`src/rtl/core/gspg_pkg.sv`:
```
// Shared types, constants and the exp(-t) table builder for the Gaussian spot pixel generator.
package gspg_pkg;

  // Item field widths
  localparam int MODE_BITS   = 2;
  localparam int INDEX_BITS  = 4;
  localparam int FIELD_COORD = 13;
  localparam int W_BITS      = 24;
  localparam int H_BITS      = 32;
  localparam int FRAME_BITS  = 32;
  localparam int PIX_BITS    = 32;

  // Input tdata layout, lowest bit first
  localparam int IN_DATA_W   = 144;
  localparam int OFF_IDX     = 0;
  localparam int OFF_PX      = 4;
  localparam int OFF_PY      = 17;
  localparam int OFF_W       = 30;
  localparam int OFF_H       = 54;
  localparam int OFF_BX      = 86;
  localparam int OFF_BY      = 99;
  localparam int OFF_FRAME   = 112;

  // Configuration
  localparam int CFG_IDX_BITS  = 2;
  localparam int CFG_DATA_BITS = 24;
  localparam logic [CFG_IDX_BITS-1:0] CFG_BIN   = 2'd0;
  localparam logic [CFG_IDX_BITS-1:0] CFG_DEPTH = 2'd1;
  localparam logic [CFG_IDX_BITS-1:0] CFG_GROW  = 2'd2;
  localparam logic [CFG_IDX_BITS-1:0] CFG_COUNT = 2'd3;

  localparam logic [1:0] DEPTH_8  = 2'd0;
  localparam logic [1:0] DEPTH_16 = 2'd1;

  // Width term and divider
  localparam int M_BITS = 18;
  localparam int E_BITS = 6;
  localparam int K_BITS = 34;
  localparam logic [K_BITS-1:0] GAUSS_K = 34'h2C5C85FDF; // 4*ln2 in Q32
  localparam int DEN_BITS = 2 * W_BITS;

  // Exp table
  localparam int EXP_DEPTH      = 1024;
  localparam int EXP_DEPTH_LOG2 = 10;
  localparam int EXP_RANGE      = 16;
  localparam int T_BITS         = 20; // t below EXP_RANGE in Q16
  localparam int EXP_BITS       = 17;

  // Accumulation and scaling
  localparam int SUM_BITS     = 48;
  localparam int CONTRIB_BITS = H_BITS + EXP_BITS;
  localparam int GF_BITS      = W_BITS + FRAME_BITS;
  localparam int SCALE_BITS   = GF_BITS + 1;
  localparam int SUM_CHUNK    = 24;
  localparam int SCALE_CHUNK  = 19;
  localparam int PP_BITS      = SUM_CHUNK + SCALE_CHUNK;
  localparam int BIG_BITS     = SUM_BITS + SCALE_BITS;

  typedef enum logic [1:0] {
    MODE_LOAD  = 2'd0,
    MODE_PIXEL = 2'd1,
    MODE_FRAME = 2'd2
  } mode_t;

  typedef enum logic [3:0] {
    ST_IDLE,
    ST_DECODE,
    ST_LD_SQ,
    ST_LD_DIV,
    ST_LD_WRITE,
    ST_PX_SCALE,
    ST_T_ADDR,
    ST_T_D2,
    ST_T_PROD,
    ST_T_LOOKUP,
    ST_T_MUL,
    ST_T_ACC,
    ST_PX_PP,
    ST_PX_PPACC,
    ST_PX_OUT
  } state_t;

  typedef struct packed {
    logic capture;
    logic frame_set;
    logic den_mul;
    logic div_step;
    logic peak_write;
    logic scale_start;
    logic ram_read;
    logic d2;
    logic prod;
    logic lookup;
    logic contrib;
    logic accum;
    logic pp_mul;
    logic pp_acc;
    logic out_load;
  } dp_cmd_t;

  typedef struct packed {
    logic [1:0] mode;
    logic       idx_ok;
    logic       w_zero;
    logic       div_done;
    logic       no_terms;
    logic       last_term;
    logic       pp_last;
    logic       out_stall;
  } dp_status_t;

  typedef logic [EXP_BITS-1:0] exp_rom_t [EXP_DEPTH];

  // Shift-and-subtract quotient, used only while the table is built
  function automatic longint unsigned long_quot(longint unsigned num, longint unsigned den);
    longint unsigned q;
    longint unsigned r;
    q = '0;
    r = '0;
    for (int b = 63; b >= 0; b--) begin
      r = (r << 1) | ((num >> b) & 64'd1);
      if (r >= den) begin
        r = r - den;
        q = q | (64'd1 << b);
      end
    end
    return q;
  endfunction

  // exp(-i*RANGE/DEPTH) in Q16: Q30 base from a truncated Taylor series,
  // powered up with round-half-up, then rounded to Q16.
  function automatic exp_rom_t build_exp_rom();
    exp_rom_t        r;
    longint unsigned term;
    longint unsigned base;
    longint unsigned p;
    term = 64'd1 << 30;
    base = term;
    p    = 64'd1 << 30;
    for (int n = 1; n <= 24; n++) begin
      term = long_quot(term * 64'(EXP_RANGE), 64'(EXP_DEPTH * n));
      if ((n % 2) == 1) base = base - term;
      else              base = base + term;
    end
    r[0] = 17'd65536;
    for (int i = 1; i < EXP_DEPTH; i++) begin
      p    = (p * base + (64'd1 << 29)) >> 30;
      r[i] = EXP_BITS'((p + (64'd1 << 13)) >> 14);
    end
    return r;
  endfunction

endpackage

```
`src/rtl/core/gspg_ctrl.sv`:
```
// Controller state machine: sequences peak loads, per-term evaluation and output scaling.
module gspg_ctrl
  import gspg_pkg::*;
(
  input  logic       clk,
  input  logic       rst,
  input  logic       s_tvalid,
  output logic       s_tready,
  input  dp_status_t st,
  output dp_cmd_t    cmd
);

  state_t state, state_next;

  always_ff @(posedge clk) begin
    if (rst) begin
      state <= ST_IDLE;
    end else begin
      state <= state_next;
    end
  end

  always_comb begin
    state_next = state;
    cmd        = '0;
    s_tready   = 1'b0;
    case (state)
      ST_IDLE: begin
        s_tready = 1'b1;
        if (s_tvalid) begin
          cmd.capture = 1'b1;
          state_next  = ST_DECODE;
        end
      end
      ST_DECODE: begin
        case (st.mode)
          MODE_LOAD: begin
            if (!st.idx_ok)     state_next = ST_IDLE;
            else if (st.w_zero) state_next = ST_LD_WRITE;
            else                state_next = ST_LD_SQ;
          end
          MODE_PIXEL: state_next = ST_PX_SCALE;
          MODE_FRAME: begin
            cmd.frame_set = 1'b1;
            state_next    = ST_IDLE;
          end
          default: state_next = ST_IDLE;
        endcase
      end
      ST_LD_SQ: begin
        cmd.den_mul = 1'b1;
        state_next  = ST_LD_DIV;
      end
      ST_LD_DIV: begin
        if (st.div_done) state_next = ST_LD_WRITE;
        else             cmd.div_step = 1'b1;
      end
      ST_LD_WRITE: begin
        cmd.peak_write = 1'b1;
        state_next     = ST_IDLE;
      end
      ST_PX_SCALE: begin
        cmd.scale_start = 1'b1;
        state_next      = st.no_terms ? ST_PX_PP : ST_T_ADDR;
      end
      ST_T_ADDR: begin
        cmd.ram_read = 1'b1;
        state_next   = ST_T_D2;
      end
      ST_T_D2: begin
        cmd.d2     = 1'b1;
        state_next = ST_T_PROD;
      end
      ST_T_PROD: begin
        cmd.prod   = 1'b1;
        state_next = ST_T_LOOKUP;
      end
      ST_T_LOOKUP: begin
        cmd.lookup = 1'b1;
        state_next = ST_T_MUL;
      end
      ST_T_MUL: begin
        cmd.contrib = 1'b1;
        state_next  = ST_T_ACC;
      end
      ST_T_ACC: begin
        cmd.accum  = 1'b1;
        state_next = st.last_term ? ST_PX_PP : ST_T_ADDR;
      end
      ST_PX_PP: begin
        cmd.pp_mul = 1'b1;
        state_next = ST_PX_PPACC;
      end
      ST_PX_PPACC: begin
        cmd.pp_acc = 1'b1;
        state_next = st.pp_last ? ST_PX_OUT : ST_PX_PP;
      end
      ST_PX_OUT: begin
        if (!st.out_stall) begin
          cmd.out_load = 1'b1;
          state_next   = ST_IDLE;
        end
      end
      default: state_next = ST_IDLE;
    endcase
  end

endmodule

```
`config.mk`:
```
export PLATFORM = sky130hd
export DESIGN_NAME = gspg_ctrl
export DESIGN_NICKNAME = d
export VERILOG_FILES = /design/src/rtl/core/gspg_pkg.sv /design/src/rtl/core/gspg_ctrl.sv
export SDC_FILE = /design/constraint.sdc
export NUM_CORES = 1
export LEC_CHECK = 0
export CELL_PAD_IN_SITES_DETAIL_PLACEMENT = 0
export CELL_PAD_IN_SITES_GLOBAL_PLACEMENT = 1
export CORE_MARGIN = 4
export CORE_UTILIZATION = 34
export DETAILED_ROUTE_END_ITERATION = 7
export DONT_BUFFER_PORTS = 1
export PLACE_DENSITY = 0.78
export SLEW_MARGIN = 20
export SYNTH_ARGS = -nofsm -noshare
export SYNTH_HDL_FRONTEND = slang
export SYNTH_SLANG_ARGS = --single-unit
```
`constraint.sdc`:
```
create_clock -name clk -period 1.4 [get_ports clk]
set_clock_uncertainty 0.2 [all_clocks]
set_input_delay 0.14 -clock clk [delete_from_list [all_inputs] [get_ports clk]]
set_output_delay 0.14 -clock clk [all_outputs]
set_load 0.05 [all_outputs]
```
==> results of run 1 <==
logic make-up after synthesis:
| kind of cell | share of synthesized area |
|---|---|
| flip-flops | 0.1592 |
| AO/OA/AOI/OAI | 0.2263 |
| buffers and inverters | 0.08953 |
| AND/OR/NAND/NOR | 0.5249 |
stage by stage:
| stage | TNS (ps) | setup slack, ps | cells | instance area (um2) | hold slack [ps] |
|---|---|---|---|---|---|
| floorplan | -819.7 | -285.1 | 74 | 663.1 | -1.166 |
| global placement | -580.1 | -145.9 | 122 | 1095 | 0.7664 |
| detailed placement | -920.1 | -190.4 | 122 | 1095 | 2.694 |
| CTS | -3755 | -279.4 | 133 | 1241 | 24.36 |
timing repair:
action / CTS
buffers inserted: 5
resized for setup: 16
pin swaps: 11
hold endpoints to repair: 4
hold buffers: 3
setup endpoints to repair: 20
==> results by group, run 1 <==
Clocking
  • Clock Tree Buf Depth: 2
  • CTS buffer count: 3
  • Root buffer cell: clkbuf_4
  • H-Tree Depth: 1
  • Clk sinks: 4

Logic synthesis
  • Synth top area share: 0.1592
  • Synth Net Count: 86
  • Fraction of registers with async set or reset after synthesis: 0
  • Mean Syn Cell Area: 6.797 um2
  • Ys flop type: dfxtp_1
  • Most frequent cells after synthesis: 15 x nor2_1, 6 x a21oi_1, 6 x nand2_1
  • Mapped Cells: 74
  • Synth warn: 0
  • Yosys top cell by area: dfxtp_1
  • Total of flip-flops plus latches after synthesis: 4
  • Seq/Total Area, Yosys: 0.1592
  • Ranking of synthesized cells by area: dfxtp_1 16%, nor2_1 11%, o221ai_1 7.0%
  • Most frequent cell after synthesis: nor2_1
  • EDFF count, synth: 0
  • Post-synth cell types: 27
  • Mapped Area: 503.0 um2

Timing
  • GR repair worst EP: cmd[13]
  • Worst EP Category: primary output

Die
  • Starting Density: 0.3726
  • Chip Width: 46.46 um
  • Num rows: 13
  • I/O Pins: 28
  • Die Y: 46.46 um

Place
  • IO Port Bufs: 0
  • Dpl hpwl: 1537 um
  • Final weighted congestion in routability-driven placement: 0.8297

Global routing
  • Initial antenna violation count: 1
  • Largest net degree at the start of global routing: 9

Run status
  • Outcome: aborted with a tool error
  • Err: [ERROR DPL-0033] detailed placement checks failed during check placement.
  • Fail Step: 5_1_grt
==> inputs of run 2 (changes only) <==
CELL_PAD_IN_SITES_DETAIL_PLACEMENT = default   (was 0)
CELL_PAD_IN_SITES_GLOBAL_PLACEMENT = default   (was 1)
CORE_AREA = 4 4 65 67   (was default)
CORE_MARGIN = default   (was 4)
CORE_UTILIZATION = default   (was 34)
DIE_AREA = 0 0 69 71   (was default)
PLACE_DENSITY = default   (was 0.78)
PLACE_DENSITY_LB_ADDON = 0.15   (was default)
clock period = 1.8 ns   (was 1.4 ns; I/O delays follow)
==> run 2 against run 1 <==
  * The flow now finishes without violations
  * Synthesized area unchanged
  * Synthesized cell count unchanged
==> results by group, run 2 <==
Logic synthesis
  • Post-synthesis xor/xnor area fraction: 0 (unchanged)
  • Mapped Area: 503.0 um2 (unchanged)
  • Mean Syn Cell Area: 6.797 um2 (unchanged)
  • Post-synth cell types: 27 (unchanged)
  • Post-Synth Adder-Cell Area: 0 (unchanged)
  • Mapped Cells: 74 (unchanged)
  • Ranking of synthesized cells by area: dfxtp_1 16%, nor2_1 11%, o221ai_1 7.0%
  • Fraction of registers with async set or reset after synthesis: 0 (unchanged)
  • Largest family of logic cells by synthesized area: simple AND/OR/NAND/NOR gates
  • Total of flip-flops plus latches after synthesis: 4 (unchanged)
  • Synth Net Count: 86 (unchanged)
  • Proportion of synthesized area in mux cells: 0 (unchanged)
  • Synth warn: 0 (unchanged)
  • Most frequent cells after synthesis: 15 x nor2_1, 6 x a21oi_1, 6 x nand2_1
  • Yosys top cell by area: dfxtp_1
  • Compound-Gate Fraction of Synth Area: 0.2264 (unchanged)
  • Synth top area share: 0.1592 (unchanged)
  • Simple-gate share of the synthesized area: 0.5249 (unchanged)
  • Ys flop type: dfxtp_1
  • Seq/Total Area, Yosys: 0.1592 (unchanged)
  • Most frequent cell after synthesis: nor2_1
  • EDFF count, synth: 0 (unchanged)

Die
  • Starting Density: 0.1384 (-0.2341)
  • Die Y: 71 um (+53%)
  • I/O Pins: 28 (unchanged)
  • Num rows: 22 (+9)
  • Chip Width: 69 um (+49%)
  • Die ar.: 4899 um2
  • Core region area: 3633 um2

Setup path
  • Crit. End Element: output pin
  • Worst Path Required: 1420 ps
  • R2R Path Start: state[3]$_SDFFE_PP0P_
  • WS Path Type: flop to output pin
  • R2R setup slack: 180 ps
  • WP data arrival: 1310 ps
  • Setup crit start kind: flop
  • Worst Path Max Fanout: 7
  • FF-to-FF path depth: 5
  • Worst R2R End: state[2]$_SDFFE_PP0P_

Power and ir drop
  • Leak Pwr: 0.3296 nW
  • Switch Pwr: 0.0001213 W
  • Switching share of power: 0.2929
  • Part of the power in the clock network: 0.439
  • Worst VDD drop: 109.8 uV
  • Logic pwr share: 0.317
  • P per Cell Area: 500.6 nW/um2
  • Int Pwr: 0.0002927 W
  • Final Total Pwr: 0.0004140 W
  • Sequential share of power: 0.244

Global routing
  • Number of global-route vias before repair: 580
  • Congestion Overflow GR: 0
  • Initial antenna violation count: 0
  • First-pass GRT wire length: 2877 um
  • Total track usage: 0.07349
  • Largest net degree at the start of global routing: 10

Clocking
  • Clock slew at reported path FFs: 30 ps
  • CTS tree: done
  • Clk sinks: 4 (unchanged)
  • Clock latency on the worst-skew pair: 210 ps
  • Root buffer cell: clkbuf_8
  • Clock Tree Buf Depth: 2 (unchanged)
  • CTS buffer count: 3 (unchanged)
  • H-Tree Depth: 1 (unchanged)

Finish
  • Reg area: 83.83 um2
  • Max FFs per register: 4
  • Commonest non-fill, non-tap cell in the layout: buf_4
  • # diodes: 0
  • # fillers: 414
  • P&R area growth vs syn: 64.43%
  • Biggest regs: state: 4 flops
  • Multi-input gate area: 426.7 um2
  • Ratio of cells with drive above 1 in the final layout: 0.4592
  • Nets: 112
  • Most flop-heavy register: state
  • Most frequent cells in the layout: 24 x buf_4, 10 x nor2_1, 6 x nand2_1, 6 x a21oi_1, 5 x nand2b_1

Timing
  • Min cycle time layout: 1694 ps
  • Setup violators final: 0
  • Tcrit/Tclk final: 0.9410
  • Final hold vios: 0
  • Setup TNS: 0 ps
  • Slew headroom: 0.8092
  • RSZ-0062 raised after global routing: no
  • Hold_ws: 80.71 ps
  • Worst-Margin Slew: 283.7 ps
  • Fmax achieved: 0.5904 GHz
  • Max-slew violations: 0

Min path
  • Hold depth: 3
  • Hold_sp: st[0]
  • Hold Crit Class: input pin to flop
  • Min-Delay Endpoint: state[2]$_SDFFE_PP0P_

Detailed routing
  • WL final: 1780 um
  • 1st-iter DRT viols: 27
  • Vias: 607
  • DRC: 0
  • WL/cell: 12.19 um
  • Antenna-violating nets left: 0
  • Vias per cell: 4.158
  • Drt pass-1 iters: 4

Place
  • IO Port Bufs: 0 (unchanged)
  • Dpl hpwl: 1495 um (-2.7%)
  • Final weighted congestion in routability-driven placement: 0.6975 (-16%)

Run
  • Max-Cap Viols: 0

Run status
  • Outcome: completed
[run 2: cell counts after synthesis]
No cell type changed its count.
[run 2: critical path, cell delays in order, from the launching register on]
cell and delay (ps):
dfxtp_2 370, buf_4 140, nand2b_1 150, nor4b_4 250, buf_6 190
[run 2: repair_timing]
| action | CTS | global route |
|---|---|---|
| gates resized for setup | 1 | 6 |
| setup buffers | 0 | 0 |
| setup endpoints to repair | 1 | 9 |
| hold buffers | 2 | 0 |
| hold endpoints to repair | 4 | 0 |
[run 2: logic make-up (layout without fill, tap and decap cells)]
logic type,Yosys count,count (layout)
AND/OR/NAND/NOR,47,47
AO/OA/AOI/OAI,16,16
flip-flops,4,4
buffers and inverters,7,31
[run 2: final cells by class]
type / count / area share
well taps: 48 / 0.07262
flip-flops and latches: 4 / 0.1014
clock buffers: 3 / 0.04992
inverters: 1 / 0.004539
repair buffers: 27 / 0.2557
multi-input cells: 63 / 0.5159
[run 2: stage by stage]
step	cell area, um2	instances	setup WS [ps]	util
floorplan	538.0	74	-240.7	-
global placement	744.5	141	173.0	0.2049
detailed placement	744.5	141	162.8	0.2049
CTS	808.3	146	11.92	0.2225
global route	827.0	146	12.43	0.2276
finish	827.0	146	106.3	0.2276
[run 2: worst max path at each step]
| stage | start | end | slack, ps | cells after the start |
|---|---|---|---|---|
| after global routing | state[0]$_SDFFE_PP0P_ | cmd[13] | 10 | 4 |
| after CTS | state[1]$_SDFFE_PP0P_ | cmd[2] | 10 | 4 |
| after global placement | state[2]$_SDFFE_PP0P_ | cmd[13] | 170 | 3 |
| final | state[0]$_SDFFE_PP0P_ | cmd[13] | 110 | 4 |
| after detailed placement | state[2]$_SDFFE_PP0P_ | cmd[13] | 160 | 3 |
| after floorplan | state[3]$_SDFFE_PP0P_ | cmd[13] | -240 | 3 |
[run 2: power by group through the flow]
stage	registers (W)	logic, W	clock network (W)
final	0.000101	0.000131	0.000182
after floorplan	0.0000978	0.0000971	0
after global placement	0.000101	0.000122	0
after CTS	0.0000997	0.000127	0.000187
after global routing	0.000102	0.000140	0.000193
after detailed placement	0.000101	0.000121	0
[run 2: layer usage]
metal / vias up / global-route usage / routed length, um
li1: 308 / - / -
met5: - / 0 / 0
met1: 276 / 0.08208 / 711
met3: 2 / 0.02983 / 159
met2: 21 / 0.1229 / 900
met4: 0 / 0.03254 / 8
Note: power is estimated with default switching activity, not from simulation.
